`src/sv/otm_pkg.sv`:
```
// Shared types, constants and tables for the odometry-to-map pose transform.
package otm_pkg;

    localparam int ATAN_LEN = 24;

    localparam logic signed [17:0] TURN_UNITS  = 18'sd11520;
    localparam logic signed [33:0] CORDIC_GAIN = 34'sd652032874;
    localparam logic signed [33:0] QUARTER     = 34'sd1073741824;
    localparam logic signed [33:0] HALF_TURN   = 34'sd2147483648;
    // floor(2^20 / 45) + 1, exact quotient for any r below one turn
    localparam logic [14:0] RECIP_45   = 15'd23302;
    localparam logic [7:0]  DIV_45     = 8'd45;
    // floor(2^24 / 45); remainder term is exact for b < 45
    localparam logic [18:0] FRAC_STEP  = 19'd372827;

    typedef struct packed {
        logic       capture;
        logic       exec;
        logic       ang_init;
        logic       ang_red;
        logic       ang_div;
        logic       ang_z;
        logic       rot;
        logic       trig_set;
        logic       mul;
        logic       acc;
        logic       rnd;
        logic       out_load;
        logic [4:0] step;
        logic [1:0] prod_sel;
        logic       half;
    } otm_cmd_t;

    typedef struct packed {
        logic op;
        logic trig_valid;
        logic red_done;
        logic out_full;
    } otm_stat_t;

    // Product order: dx*cos, dy*sin, dx*sin, dy*cos
    localparam logic [1:0] PROD_XC = 2'd0;
    localparam logic [1:0] PROD_YS = 2'd1;
    localparam logic [1:0] PROD_XS = 2'd2;
    localparam logic [1:0] PROD_YC = 2'd3;

    // Arctangent in binary angle units (2^32 per turn)
    function automatic logic signed [33:0] atan_lookup(input logic [4:0] idx);
        logic [31:0] v;
        unique case (idx)
            5'd0:  v = 32'h20000000;
            5'd1:  v = 32'h12E4051E;
            5'd2:  v = 32'h09FB385B;
            5'd3:  v = 32'h051111D4;
            5'd4:  v = 32'h028B0D43;
            5'd5:  v = 32'h0145D7E1;
            5'd6:  v = 32'h00A2F61E;
            5'd7:  v = 32'h00517C55;
            5'd8:  v = 32'h0028BE53;
            5'd9:  v = 32'h00145F2F;
            5'd10: v = 32'h000A2F98;
            5'd11: v = 32'h000517CC;
            5'd12: v = 32'h00028BE6;
            5'd13: v = 32'h000145F3;
            5'd14: v = 32'h0000A2F9;
            5'd15: v = 32'h0000517C;
            5'd16: v = 32'h000028BE;
            5'd17: v = 32'h0000145F;
            5'd18: v = 32'h00000A2F;
            5'd19: v = 32'h00000517;
            5'd20: v = 32'h0000028B;
            5'd21: v = 32'h00000145;
            5'd22: v = 32'h000000A2;
            5'd23: v = 32'h00000051;
            default: v = 32'h0;
        endcase
        return $signed({2'b00, v});
    endfunction

endpackage

```
`src/sv/odometry_to_map_pose_transform_unit.sv`:
```
// Top level of the odometry-to-map pose transform.
// Each request (tuser = 0: odometry sample, 1: set map pose) yields one map-frame pose.
// One request is in work at a time. A set-pose request goes from capture through the exec
// state straight to the output register. A sample result is built from four 33x34-bit
// products, each done as two passes through one shared 33x18 multiplier plus accumulate
// and round. The first sample after reset or after a set-pose also runs the angle setup
// with its modulo-turn reduction, CORDIC_STEPS CORDIC iterations and a step to latch
// cos/sin, which are then kept until the next set-pose. The output register lets the next
// request be taken while a result waits; a finished request holds until that earlier
// result is taken.
module odometry_to_map_pose_transform_unit #(
    parameter int CORDIC_STEPS = 16
) (
    input  logic        clk,
    input  logic        rst_n,
    input  logic        s_axis_tvalid,
    output logic        s_axis_tready,
    input  logic [87:0] s_axis_tdata,  // pose_x, pose_y, pose_heading, map_number
    input  logic [0:0]  s_axis_tuser,  // opcode
    output logic        m_axis_tvalid,
    input  logic        m_axis_tready,
    output logic [87:0] m_axis_tdata   // map_x, map_y, map_heading, current_map
);
    import otm_pkg::*;

    otm_cmd_t  cmd;
    otm_stat_t stat;

    otm_ctrl #(
        .CORDIC_STEPS (CORDIC_STEPS)
    ) u_ctrl (
        .clk      (clk),
        .rst_n    (rst_n),
        .in_valid (s_axis_tvalid),
        .in_ready (s_axis_tready),
        .stat     (stat),
        .cmd      (cmd)
    );

    otm_dp u_dp (
        .clk       (clk),
        .rst_n     (rst_n),
        .cmd       (cmd),
        .stat      (stat),
        .in_op     (s_axis_tuser[0]),
        .in_data   (s_axis_tdata),
        .out_valid (m_axis_tvalid),
        .out_ready (m_axis_tready),
        .out_data  (m_axis_tdata)
    );

endmodule

```
`src/sv/otm_ctrl.sv`:
```
// Sequencer for the pose transform: request intake, CORDIC, products, result.
module otm_ctrl #(
    parameter int CORDIC_STEPS = 16
) (
    input  logic                clk,
    input  logic                rst_n,
    input  logic                in_valid,
    output logic                in_ready,
    input  otm_pkg::otm_stat_t  stat,
    output otm_pkg::otm_cmd_t   cmd
);
    import otm_pkg::*;

    localparam int STEP_W = (CORDIC_STEPS > 1) ? $clog2(CORDIC_STEPS) : 1;
    localparam logic [STEP_W-1:0] LAST_STEP = STEP_W'(CORDIC_STEPS - 1);

    typedef enum logic [11:0] {
        S_IDLE     = 12'b000000000001,
        S_EXEC     = 12'b000000000010,
        S_ANG_INIT = 12'b000000000100,
        S_ANG_RED  = 12'b000000001000,
        S_ANG_DIV  = 12'b000000010000,
        S_ANG_Z    = 12'b000000100000,
        S_ROT      = 12'b000001000000,
        S_TRIG     = 12'b000010000000,
        S_MUL      = 12'b000100000000,
        S_ACC      = 12'b001000000000,
        S_RND      = 12'b010000000000,
        S_OUT      = 12'b100000000000
    } otm_state_t;

    otm_state_t        state_reg, state_next;
    logic [STEP_W-1:0] step_reg, step_next;
    logic [1:0]        sel_reg, sel_next;
    logic              half_reg, half_next;

    always_ff @(posedge clk or negedge rst_n)
    begin
        if (!rst_n)
        begin
            state_reg <= S_IDLE;
            step_reg  <= '0;
            sel_reg   <= '0;
            half_reg  <= 1'b0;
        end
        else
        begin
            state_reg <= state_next;
            step_reg  <= step_next;
            sel_reg   <= sel_next;
            half_reg  <= half_next;
        end
    end

    assign in_ready = (state_reg == S_IDLE);

    always_comb
    begin
        state_next   = state_reg;
        step_next    = step_reg;
        sel_next     = sel_reg;
        half_next    = half_reg;
        cmd          = '0;
        cmd.step     = 5'(step_reg);
        cmd.prod_sel = sel_reg;
        cmd.half     = half_reg;
        unique case (state_reg)
            S_IDLE:
            begin
                if (in_valid)
                begin
                    cmd.capture = 1'b1;
                    state_next  = S_EXEC;
                end
            end
            S_EXEC:
            begin
                cmd.exec  = 1'b1;
                sel_next  = PROD_XC;
                half_next = 1'b0;
                step_next = '0;
                if (stat.op)
                    state_next = S_OUT;
                else if (stat.trig_valid)
                    state_next = S_MUL;
                else
                    state_next = S_ANG_INIT;
            end
            S_ANG_INIT:
            begin
                cmd.ang_init = 1'b1;
                state_next   = S_ANG_RED;
            end
            S_ANG_RED:
            begin
                if (stat.red_done)
                    state_next = S_ANG_DIV;
                else
                    cmd.ang_red = 1'b1;
            end
            S_ANG_DIV:
            begin
                cmd.ang_div = 1'b1;
                state_next  = S_ANG_Z;
            end
            S_ANG_Z:
            begin
                cmd.ang_z  = 1'b1;
                state_next = S_ROT;
            end
            S_ROT:
            begin
                cmd.rot = 1'b1;
                if (step_reg == LAST_STEP)
                    state_next = S_TRIG;
                else
                    step_next = step_reg + 1'b1;
            end
            S_TRIG:
            begin
                cmd.trig_set = 1'b1;
                state_next   = S_MUL;
            end
            S_MUL:
            begin
                cmd.mul    = 1'b1;
                state_next = S_ACC;
            end
            S_ACC:
            begin
                cmd.acc = 1'b1;
                if (!half_reg)
                begin
                    half_next  = 1'b1;
                    state_next = S_MUL;
                end
                else
                    state_next = S_RND;
            end
            S_RND:
            begin
                cmd.rnd   = 1'b1;
                half_next = 1'b0;
                if (sel_reg == PROD_YC)
                    state_next = S_OUT;
                else
                begin
                    sel_next   = sel_reg + 1'b1;
                    state_next = S_MUL;
                end
            end
            S_OUT:
            begin
                if (!stat.out_full)
                begin
                    cmd.out_load = 1'b1;
                    state_next   = S_IDLE;
                end
            end
            default:
            begin
                state_next = S_IDLE;
            end
        endcase
    end

endmodule

```
`src/sv/otm_dp.sv`:
```
// Datapath for the pose transform: pose state, angle setup, CORDIC, multiplier.
module otm_dp (
    input  logic               clk,
    input  logic               rst_n,
    input  otm_pkg::otm_cmd_t  cmd,
    output otm_pkg::otm_stat_t stat,
    input  logic               in_op,
    input  logic [87:0]        in_data,
    output logic               out_valid,
    input  logic               out_ready,
    output logic [87:0]        out_data
);
    import otm_pkg::*;

    function automatic logic signed [31:0] sat32(input logic signed [39:0] v);
        if (v > 40'sd2147483647)
            return 32'sh7FFFFFFF;
        else if (v < -40'sd2147483648)
            return 32'sh80000000;
        else
            return v[31:0];
    endfunction

    function automatic logic signed [15:0] sat16(input logic signed [17:0] v);
        if (v > 18'sd32767)
            return 16'sh7FFF;
        else if (v < -18'sd32768)
            return 16'sh8000;
        else
            return v[15:0];
    endfunction

    // request registers
    logic              op_reg;
    logic signed [31:0] px_reg, py_reg;
    logic signed [15:0] ph_reg;
    logic [7:0]         mn_reg;

    // pose state
    logic signed [31:0] ref_map_x_reg, ref_map_y_reg, ref_odom_x_reg, ref_odom_y_reg;
    logic signed [31:0] last_odom_x_reg, last_odom_y_reg, cur_x_reg, cur_y_reg;
    logic signed [15:0] ref_map_h_reg, ref_odom_h_reg, last_odom_h_reg, cur_h_reg;
    logic [7:0]         cur_map_reg;

    // rotation setup and CORDIC
    logic signed [17:0] r_reg;
    logic [7:0]         a_reg;
    logic signed [33:0] x_reg, y_reg, z_reg, cos_reg, sin_reg;
    logic               trig_valid_reg;

    // products
    logic signed [32:0] dx_reg, dy_reg;
    logic signed [50:0] prod_reg;
    logic signed [67:0] acc_reg;
    logic signed [39:0] sumx_reg, sumy_reg;

    logic               out_valid_reg;
    logic [87:0]        out_data_reg;

    logic signed [17:0] h_sum, h_wrap;
    logic [28:0]        div_prod;
    logic [13:0]        b_full;
    logic [31:0]        z_u;
    logic signed [33:0] z_x;
    logic signed [33:0] xs, ys, atan_v;
    logic signed [32:0] delta_sel;
    logic signed [33:0] coef_sel;
    logic signed [17:0] coef_part;
    logic signed [67:0] rnd_sum;
    logic signed [37:0] term;
    logic signed [31:0] res_x, res_y;

    always_comb
    begin
        h_sum = 18'(ph_reg) - 18'(ref_odom_h_reg) + 18'(ref_map_h_reg);
        if (h_sum >= TURN_UNITS)
            h_wrap = h_sum - TURN_UNITS;
        else if (h_sum <= -TURN_UNITS)
            h_wrap = h_sum + TURN_UNITS;
        else
            h_wrap = h_sum;
    end

    assign div_prod = 29'(r_reg[13:0]) * 29'(RECIP_45);
    assign b_full   = r_reg[13:0] - 14'(a_reg) * 14'(DIV_45);
    assign z_u      = {a_reg, 24'd0} + 32'(b_full[5:0]) * 32'(FRAC_STEP);
    assign z_x      = 34'($signed(z_u));

    assign xs     = x_reg >>> cmd.step;
    assign ys     = y_reg >>> cmd.step;
    assign atan_v = atan_lookup(cmd.step);

    always_comb
    begin
        delta_sel = (cmd.prod_sel == PROD_XC || cmd.prod_sel == PROD_XS) ? dx_reg : dy_reg;
        coef_sel  = (cmd.prod_sel == PROD_XC || cmd.prod_sel == PROD_YC) ? cos_reg : sin_reg;
        if (cmd.half)
            coef_part = coef_sel[33:16];
        else
            coef_part = $signed({2'b00, coef_sel[15:0]});
    end

    assign rnd_sum = acc_reg + 68'sd536870912;
    assign term    = rnd_sum[67:30];
    assign res_x   = op_reg ? cur_x_reg : sat32(sumx_reg);
    assign res_y   = op_reg ? cur_y_reg : sat32(sumy_reg);

    always_ff @(posedge clk or negedge rst_n)
    begin
        if (!rst_n)
        begin
            ref_map_x_reg   <= '0;
            ref_map_y_reg   <= '0;
            ref_map_h_reg   <= '0;
            ref_odom_x_reg  <= '0;
            ref_odom_y_reg  <= '0;
            ref_odom_h_reg  <= '0;
            last_odom_x_reg <= '0;
            last_odom_y_reg <= '0;
            last_odom_h_reg <= '0;
            cur_x_reg       <= '0;
            cur_y_reg       <= '0;
            cur_h_reg       <= '0;
            cur_map_reg     <= '0;
            trig_valid_reg  <= 1'b0;
            out_valid_reg   <= 1'b0;
        end
        else
        begin
            if (cmd.exec)
            begin
                if (op_reg)
                begin
                    ref_map_x_reg  <= px_reg;
                    ref_map_y_reg  <= py_reg;
                    ref_map_h_reg  <= ph_reg;
                    ref_odom_x_reg <= last_odom_x_reg;
                    ref_odom_y_reg <= last_odom_y_reg;
                    ref_odom_h_reg <= last_odom_h_reg;
                    trig_valid_reg <= 1'b0;
                    if (cur_map_reg != mn_reg)
                    begin
                        cur_map_reg <= mn_reg;
                        cur_x_reg   <= px_reg;
                        cur_y_reg   <= py_reg;
                        cur_h_reg   <= ph_reg;
                    end
                end
                else
                begin
                    last_odom_x_reg <= px_reg;
                    last_odom_y_reg <= py_reg;
                    last_odom_h_reg <= ph_reg;
                    cur_h_reg       <= sat16(h_wrap);
                end
            end
            if (cmd.trig_set)
                trig_valid_reg <= 1'b1;
            if (cmd.out_load)
            begin
                cur_x_reg <= res_x;
                cur_y_reg <= res_y;
            end
            if (cmd.out_load)
                out_valid_reg <= 1'b1;
            else if (out_ready)
                out_valid_reg <= 1'b0;
        end
    end

    // payload registers
    always_ff @(posedge clk)
    begin
        if (cmd.capture)
        begin
            op_reg <= in_op;
            px_reg <= in_data[31:0];
            py_reg <= in_data[63:32];
            ph_reg <= in_data[79:64];
            mn_reg <= in_data[87:80];
        end
        if (cmd.exec)
        begin
            dx_reg   <= 33'(px_reg) - 33'(ref_odom_x_reg);
            dy_reg   <= 33'(py_reg) - 33'(ref_odom_y_reg);
            sumx_reg <= 40'(ref_map_x_reg);
            sumy_reg <= 40'(ref_map_y_reg);
        end
        if (cmd.ang_init)
            r_reg <= 18'(ref_map_h_reg) - 18'(ref_odom_h_reg);
        if (cmd.ang_red)
        begin
            if (r_reg < 0)
                r_reg <= r_reg + TURN_UNITS;
            else
                r_reg <= r_reg - TURN_UNITS;
        end
        if (cmd.ang_div)
            a_reg <= div_prod[27:20];
        if (cmd.ang_z)
        begin
            y_reg <= '0;
            // fold angles beyond a quarter turn back by a half turn
            if (z_x > QUARTER)
            begin
                x_reg <= -CORDIC_GAIN;
                z_reg <= z_x - HALF_TURN;
            end
            else if (z_x < -QUARTER)
            begin
                x_reg <= -CORDIC_GAIN;
                z_reg <= z_x + HALF_TURN;
            end
            else
            begin
                x_reg <= CORDIC_GAIN;
                z_reg <= z_x;
            end
        end
        if (cmd.rot)
        begin
            if (z_reg >= 0)
            begin
                x_reg <= x_reg - ys;
                y_reg <= y_reg + xs;
                z_reg <= z_reg - atan_v;
            end
            else
            begin
                x_reg <= x_reg + ys;
                y_reg <= y_reg - xs;
                z_reg <= z_reg + atan_v;
            end
        end
        if (cmd.trig_set)
        begin
            cos_reg <= x_reg;
            sin_reg <= y_reg;
        end
        if (cmd.mul)
            prod_reg <= delta_sel * coef_part;
        if (cmd.acc)
        begin
            if (cmd.half)
                acc_reg <= acc_reg + (68'(prod_reg) <<< 16);
            else
                acc_reg <= 68'(prod_reg);
        end
        if (cmd.rnd)
        begin
            unique case (cmd.prod_sel)
                PROD_XC: sumx_reg <= sumx_reg + 40'(term);
                PROD_YS: sumx_reg <= sumx_reg - 40'(term);
                PROD_XS: sumy_reg <= sumy_reg + 40'(term);
                PROD_YC: sumy_reg <= sumy_reg + 40'(term);
                default: sumy_reg <= sumy_reg;
            endcase
        end
        if (cmd.out_load)
            out_data_reg <= {cur_map_reg, cur_h_reg, res_y, res_x};
    end

    assign stat.op         = op_reg;
    assign stat.trig_valid = trig_valid_reg;
    assign stat.red_done   = (r_reg >= 0) && (r_reg < TURN_UNITS);
    assign stat.out_full   = out_valid_reg && !out_ready;

    assign out_valid = out_valid_reg;
    assign out_data  = out_data_reg;

endmodule
```
`config.mk`:
```
export PLATFORM = sky130hd
export DESIGN_NAME = odometry_to_map_pose_transform_unit
export DESIGN_NICKNAME = d
export VERILOG_FILES = /design/src/sv/otm_pkg.sv /design/src/sv/odometry_to_map_pose_transform_unit.sv /design/src/sv/otm_ctrl.sv /design/src/sv/otm_dp.sv
export SDC_FILE = /design/constraint.sdc
export NUM_CORES = 2
export LEC_CHECK = 0
export ABC_CLOCK_PERIOD_IN_PS = 24500
export BUFFER_PORTS_ARGS = -buffer_cell sky130_fd_sc_hd__buf_2
export CORE_ASPECT_RATIO = 1.25
export CORE_MARGIN = 2
export CORE_UTILIZATION = 45
export CTS_CLUSTER_DIAMETER = 80
export DETAILED_ROUTE_END_ITERATION = 6
export PLACE_DENSITY = 0.67
export SKIP_LAST_GASP = 1
export SLEW_MARGIN = 10
export SYNTH_ARGS = -nofsm -noshare
export SYNTH_HDL_FRONTEND = slang
export SYNTH_SLANG_ARGS = --single-unit
```
`constraint.sdc`:
```
create_clock -name clk -period 24.5 [get_ports clk]
set_clock_uncertainty 0.15 [all_clocks]
set_input_delay 2.45 -clock clk [delete_from_list [all_inputs] [get_ports clk]]
set_output_delay 2.45 -clock clk [all_outputs]
set_load 0.03 [all_outputs]
```
# Word level (Yosys, flattened, before mapping)
# Memory sizes are Yosys's and may differ from the RTL's.
# Cells that the tools add are included.
# word_totals
rom_bits,960
output_inout_bits,90
mem_count,1
elab_cells,218
reg_bits,987
# mem_list
name,words,width,read_ports,rd_ports_with_merged_regs,write_ports,line_no,source
(name not given),32,30,1,0,0,otm_pkg.sv:50,unique case (idx)
# classes
bitwise,1
n_reduce_logical,28
multipliers,4
n_mux,80
shifts,2
add_sub_neg,26
n_eq_ne,24
order_cmp,14
# ops
op,count
34-bit two-way mux,14
32-bit two-way mux,14
40-bit two-way mux,5
12-bit case mux with 12 select lines,1
18-bit two-way mux,6
40-bit by 38-bit adder with 40-bit output,2
40-bit by 32-bit greater-than comparator with 1-bit output (second input constant),2
40-bit by 32-bit < comparator with 1-bit output (second input constant),2
40-bit case mux with 2 select lines,1
12-bit two-way mux,6
34-bit adder,2
68-bit by 31-bit adder with 68-bit output (second input constant),1
68-bit by 67-bit adder with 68-bit output,1
68-bit two-way mux,1
34-bit by 4-bit >>> shifter with 34-bit output,2
34-bit subtractor,2
32-bit by 32-bit subtractor with 33-bit output,2
16-bit two-way mux,4
33-bit by 18-bit multiplier with 51-bit output,1
40-bit by 38-bit subtractor with 40-bit output,1
18-bit by 15-bit adder with 18-bit output (second input constant),2
18-bit by 15-bit subtractor with 18-bit output (second input constant),2
32-bit by 33-bit adder with 34-bit output (second input constant),1
34-bit by 33-bit adder with 34-bit output,1
other kinds (58),103

# Logic depth before layout (Yosys ltp)
# logic_depth
depth_word,9
mapped_depth,34

# Hierarchy
# From an unflattened synthesis, not the netlist that was laid out.
# unflattened
hier_cells,8907
area_unflattened_um2,86410.4
# by_module_without_submodules
mod,cells_each,instances,area_per_inst_um2,seq_area_each_um2
otm_dp,8782,1,85275.5,26135.1
otm_ctrl,125,1,1134.8,476.7

# Least setup slack after synthesis
# Ideal clock, no wire load.
# synth_timing
path_kind,flip-flop to flip-flop
startpoint,register u_ctrl.sel_reg[0]
endpoint,register u_dp.prod_reg[49] (data pin)
t_required_ns,24.092
n_path_buf,3
synth_period_minus_slack_ns,8.621
slack_ns,15.879
arrival_ns,8.214
path_stages_with_launch,31
path_cell_list,dfrtp_1 -> inv_1 -> ha_1 -> nor2_1 -> buf_1 -> clkbuf_1 -> buf_1 -> mux2i_1 -> nor2_1 -> fa_1 -> inv_1 -> fa_1 -> fa_1 -> fa_1 -> fa_1 -> fa_1 -> inv_1 -> ha_1 -> a21o_1 -> a21o_1 -> a21o_1 -> a21o_1 -> a21o_1 -> a21oi_1 -> nand3b_1 -> o2111ai_1 -> a21oi_1 -> a311oi_1 -> o21ai_0 -> a21oi_1 -> xnor2_1
# synth_between
elab_chain_len,5
elab_cells_between_ends,9
cone_classes,mul: 1; eq/ne: 2; mux: 3; reduce/logical: 3
# synth_rtl
item,line_no,source
from (decl),otm_ctrl.sv:34,"logic [1:0] sel_reg, sel_next;"
from (signal assigned),otm_ctrl.sv:50,sel_reg <= sel_next;
2-bit equality test or 2-bit logical NOT (tied branches),"otm_dp.sv:96, otm_dp.sv:95",
1-bit logical OR,otm_dp.sv:96,coef_sel = (cmd.prod_sel == PROD_XC || cmd.prod_sel == PROD_YC) ? cos_reg : sin_reg;
34-bit two-way mux,otm_dp.sv:96,
18-bit two-way mux,otm_dp.sv:97,if (cmd.half)
33-bit by 18-bit multiplier with 51-bit output *,otm_dp.sv:241,prod_reg <= delta_sel * coef_part;
to (signal assigned),otm_dp.sv:241,
to (decl),otm_dp.sv:53,logic signed [50:0] prod_reg;
# Mark *: on every way between the ends. The rest lies on a longest branch, timed or not.
# A chain may end at the register's enable or synchronous reset.

# Worst setup path in the final report
# layout_timing
startpoint,register u_ctrl.sel_reg[1]
endpoint,register u_dp.prod_reg[50] (data pin)
# Same word-level chain as after synthesis.

==> results.json <==
{
  "clk_latency_ns": 0.77,
  "core_area_mm2": 0.188,
  "grt_util_met3_pct": 2.92,
  "grt.overflow.total": 0,
  "critPathMaxStageDelay_ns": 0.80,
  "arrival_ns": 10.54,
  "row_count": 178,
  "die_y_um": 490,
  "drc": 0,
  "worstSetupPathType": "reg -> reg",
  "antenna_found_initial": 10,
  "rsz0062_at_grt": "false",
  "grt_pass1_wl_um": 368000,
  "setup_viol": 0,
  "largest_register_ffs": 88,
  "drt-initial-drc-count": 4476,
  "synth_area_leaders": "edfxtp_1, fa_1, dfrtp_1",
  "grt_use_total_pct": 24.5,
  "worst_pin_slew_ns": 1.24,
  "vias": 63400,
  "cts-resized-gates": 0,
  "portBuffers": 182,
  "async_flop_share_pct": 35.9,
  "die_area_mm2": 0.192,
  "wl_um": 235000,
  "crit_path_frequent_cell": "fa_1",
  "crit_path_start_kind": "flip-flop",
  "run_status": "complete, no violations",
  "ant_nets": 0,
  "cts_tree": "yes",
  "clockBufferDepth": 3,
  "cts_num_sinks": 971,
  "r2r-end": "u_dp.prod_reg[50]$_DFFE_PP_",
  "synth_top_area_share_pct": 19.2,
  "avgRoutedWirePerCell_um": 20.9,
  "timing.final.crit_share_pct": 41.7,
  "synth_nets": 9974,
  "slew_headroom_pct": 16.7,
  "globalplace.congestion": 0.951,
  "synthesis.area_mm2": 0.0850,
  "layout.nets": 10000,
  "use_met2_pct": 42.7,
  "dp_hpwl_um": 182000,
  "maxCapViolCount": 0,
  "syn_area_per_cell_um2": 9.87,
  "synthFlopType": "edfxtp_1",
  "hold_start": "u_dp.cur_h_reg[4]$_DFFE_PN0P_",
  "post_cts_buffers": 0,
  "vias_per_cell": 5.63,
  "ys_seq_area_share_pct": 31.3,
  "yosys_warnings": 0,
  "crit_start": "u_ctrl.sel_reg[1]$_DFFE_PN0P_",
  "timing.rr.start": "u_ctrl.sel_reg[1]$_DFFE_PN0P_",
  "end_kind": "flip-flop",
  "grt_max_degree": 99,
  "die_x_um": 393,
  "path_max_fanout": 30,
  "syn_inst": 8609,
  "initial_core_util_pct": 45.2,
  "yosysUniqueCellTypes": 112,
  "register_area_mm2": 0.0266,
  "rrSetupSlack_ns": 14.28,
  "ios": 183,
  "grt_pass1_vias": 64800,
  "setup_tns_ns": 0,
  "critPathSlowestCell": "clkinv_1",
  "synth_edf_count": 542,
  "clkSlewWorstSetupHoldPaths_ns": 0.07,
  "fillCellCount": 17300,
  "busiest_layer": "met2",
  "max_clock_freq_ghz": 0.0978,
  "holdBufCountCts": 0,
  "hold_viol": 0,
  "r2r_cells": 32,
  "htreeDepth": 3,
  "firstDrtPassIters": 6,
  "layout_min_cycle_time_ns": 10.22,
  "crit_end": "u_dp.prod_reg[50]$_DFFE_PP_",
  "synth_area_leader_cell": "edfxtp_1",
  "cts-root-buf": "clkbuf_16",
  "required_ns": 24.81,
  "syn_to_final_growth_pct": 8.55,
  "multi_input_area_mm2": 0.0532,
  "hp-class": "reg -> reg",
  "final_max_slew_viol_count": 0,
  "grt_use_met1_pct": 30.7,
  "ys_ff_latch": 971,
  "whs_ns": 0.305,
  "cts_buffers": 106,
  "drive_gt1_share_pct": 10.6
}
-- worst max-delay path: cells and delay by family, from the launching register on --
| family | cells | cell delay [ns] |
|---|---|---|
| adders and majority gates | 8 | 3.72 |
| buffers and inverters | 8 | 1.86 |
| xor gates and xnor gates | 1 | 0.08 |
| AOI/OAI and AO/OA | 11 | 2.86 |
| muxes | 1 | 0.38 |
| and+or+nand+nor | 3 | 0.51 |
| DFF | 1 | 0.39 |
-- synth_stat cells (36+ instances only) --
cell type / n
o21bai_1: 51
nor2b_1: 70
a21oi_1: 580
nand2b_1: 89
edfxtp_1: 542
clkbuf_1: 258
nand2_1: 890
or3_1: 36
xor2_1: 184
and3_1: 67
o21ai_0: 395
nand4_1: 40
nor3_1: 77
mux2i_1: 209
dfxtp_1: 80
a21o_1: 206
nand3_1: 144
dfrtp_1: 348
xnor2_1: 374
mux4_2: 73
o21a_1: 54
and2_1: 82
ha_1: 625
a211oi_1: 44
a31oi_1: 53
nor2_1: 541
mux2_2: 317
fa_1: 647
inv_1: 1057
-- cell usage in the layout, fill, tap and decap left out, types with 36 or more instances in the layout --
cell / Yosys / routed
nor2b_1: 70 / 70
inv_1: 1057 / 1055
a21o_1: 206 / 206
nand2b_1: 89 / 89
o21a_1: 54 / 53
mux4_2: 73 / 73
mux2i_1: 209 / 208
nor3_1: 77 / 77
xor2_1: 184 / 184
fa_1: 647 / 647
or3_1: 36 / 36
o21ai_0: 395 / 392
o21bai_1: 51 / 51
xnor2_1: 374 / 374
nand3_1: 144 / 144
mux2_2: 317 / 317
and2_1: 82 / 81
a211oi_1: 44 / 44
clkbuf_16: 0 / 116
a31oi_1: 53 / 53
nand2_1: 890 / 889
a21oi_1: 580 / 577
and3_1: 67 / 67
edfxtp_1: 542 / 542
dfxtp_1: 80 / 80
nor2_1: 541 / 536
buf_4: 2 / 65
nand4_1: 40 / 40
buf_2: 26 / 181
dfrtp_1: 348 / 343
ha_1: 625 / 625
-- final cells by class --
| class | instances | share of cell area [%] |
|---|---|---|
| clock buffer | 145 | 3.37 |
| multi-input combinational | 6251 | 57.7 |
| sequential | 971 | 28.9 |
| antenna | 1 | 0.00271 |
| inverter | 1063 | 4.33 |
| timing repair buffer | 247 | 1.53 |
| clock inverter | 57 | 0.807 |
| tap | 2520 | 3.42 |
-- through the flow --
step	util (%)	std cells	instance area, um2	setup WS, ns
2_1_floorplan	-	8609	85000	15.88
3_3_place_gp	47.0	11100	88400	14.25
3_5_place_dp	47.0	11100	88400	14.28
4_1_cts	49.1	11300	92200	14.23
5_1_grt	49.1	11300	92200	13.69
6_report	49.1	11300	92200	14.28
-- routing by layer --
metal,wire [um],share of wire (%),vias up
met5,77,0.033,-
met4,10500,4.5,12
met3,11000,4.7,454
li1,-,-,29400
met2,116000,50,1664
met1,97000,41,31800
-- how the worst min path moves through the flow --
stage | end | slack, ns | cells past startpoint
2_1_floorplan | u_dp.out_data[64]$_DFFE_PP_ | 0.27 | 0
3_3_place_gp | u_dp.out_data[79]$_DFFE_PP_ | 0.29 | 0
3_5_place_dp | u_dp.out_data[68]$_DFFE_PP_ | 0.27 | 0
4_1_cts | u_dp.out_data[68]$_DFFE_PP_ | 0.30 | 0
5_1_grt | u_dp.out_data[79]$_DFFE_PP_ | 0.32 | 0
6_report | u_dp.out_data[68]$_DFFE_PP_ | 0.30 | 0
-- kinds of logic (layout without fill, tap and decap cells) --
kind of cell | after synthesis | in the layout | share of synthesized area [%]
simple gates | 2161 | 2161 | 11.7
mux | 601 | 601 | 8.63
buf+inv | 1387 | 1512 | 6.24
compound gates | 1658 | 1658 | 11.9
other cells | 0 | 1 | 0
xor+xnor | 559 | 559 | 5.77
flops | 971 | 971 | 31.3
fa+ha+maj | 1272 | 1272 | 24.4
Power is not shown: default switching activity piles up to over one toggle a cycle in this logic, so the estimate is an artifact.
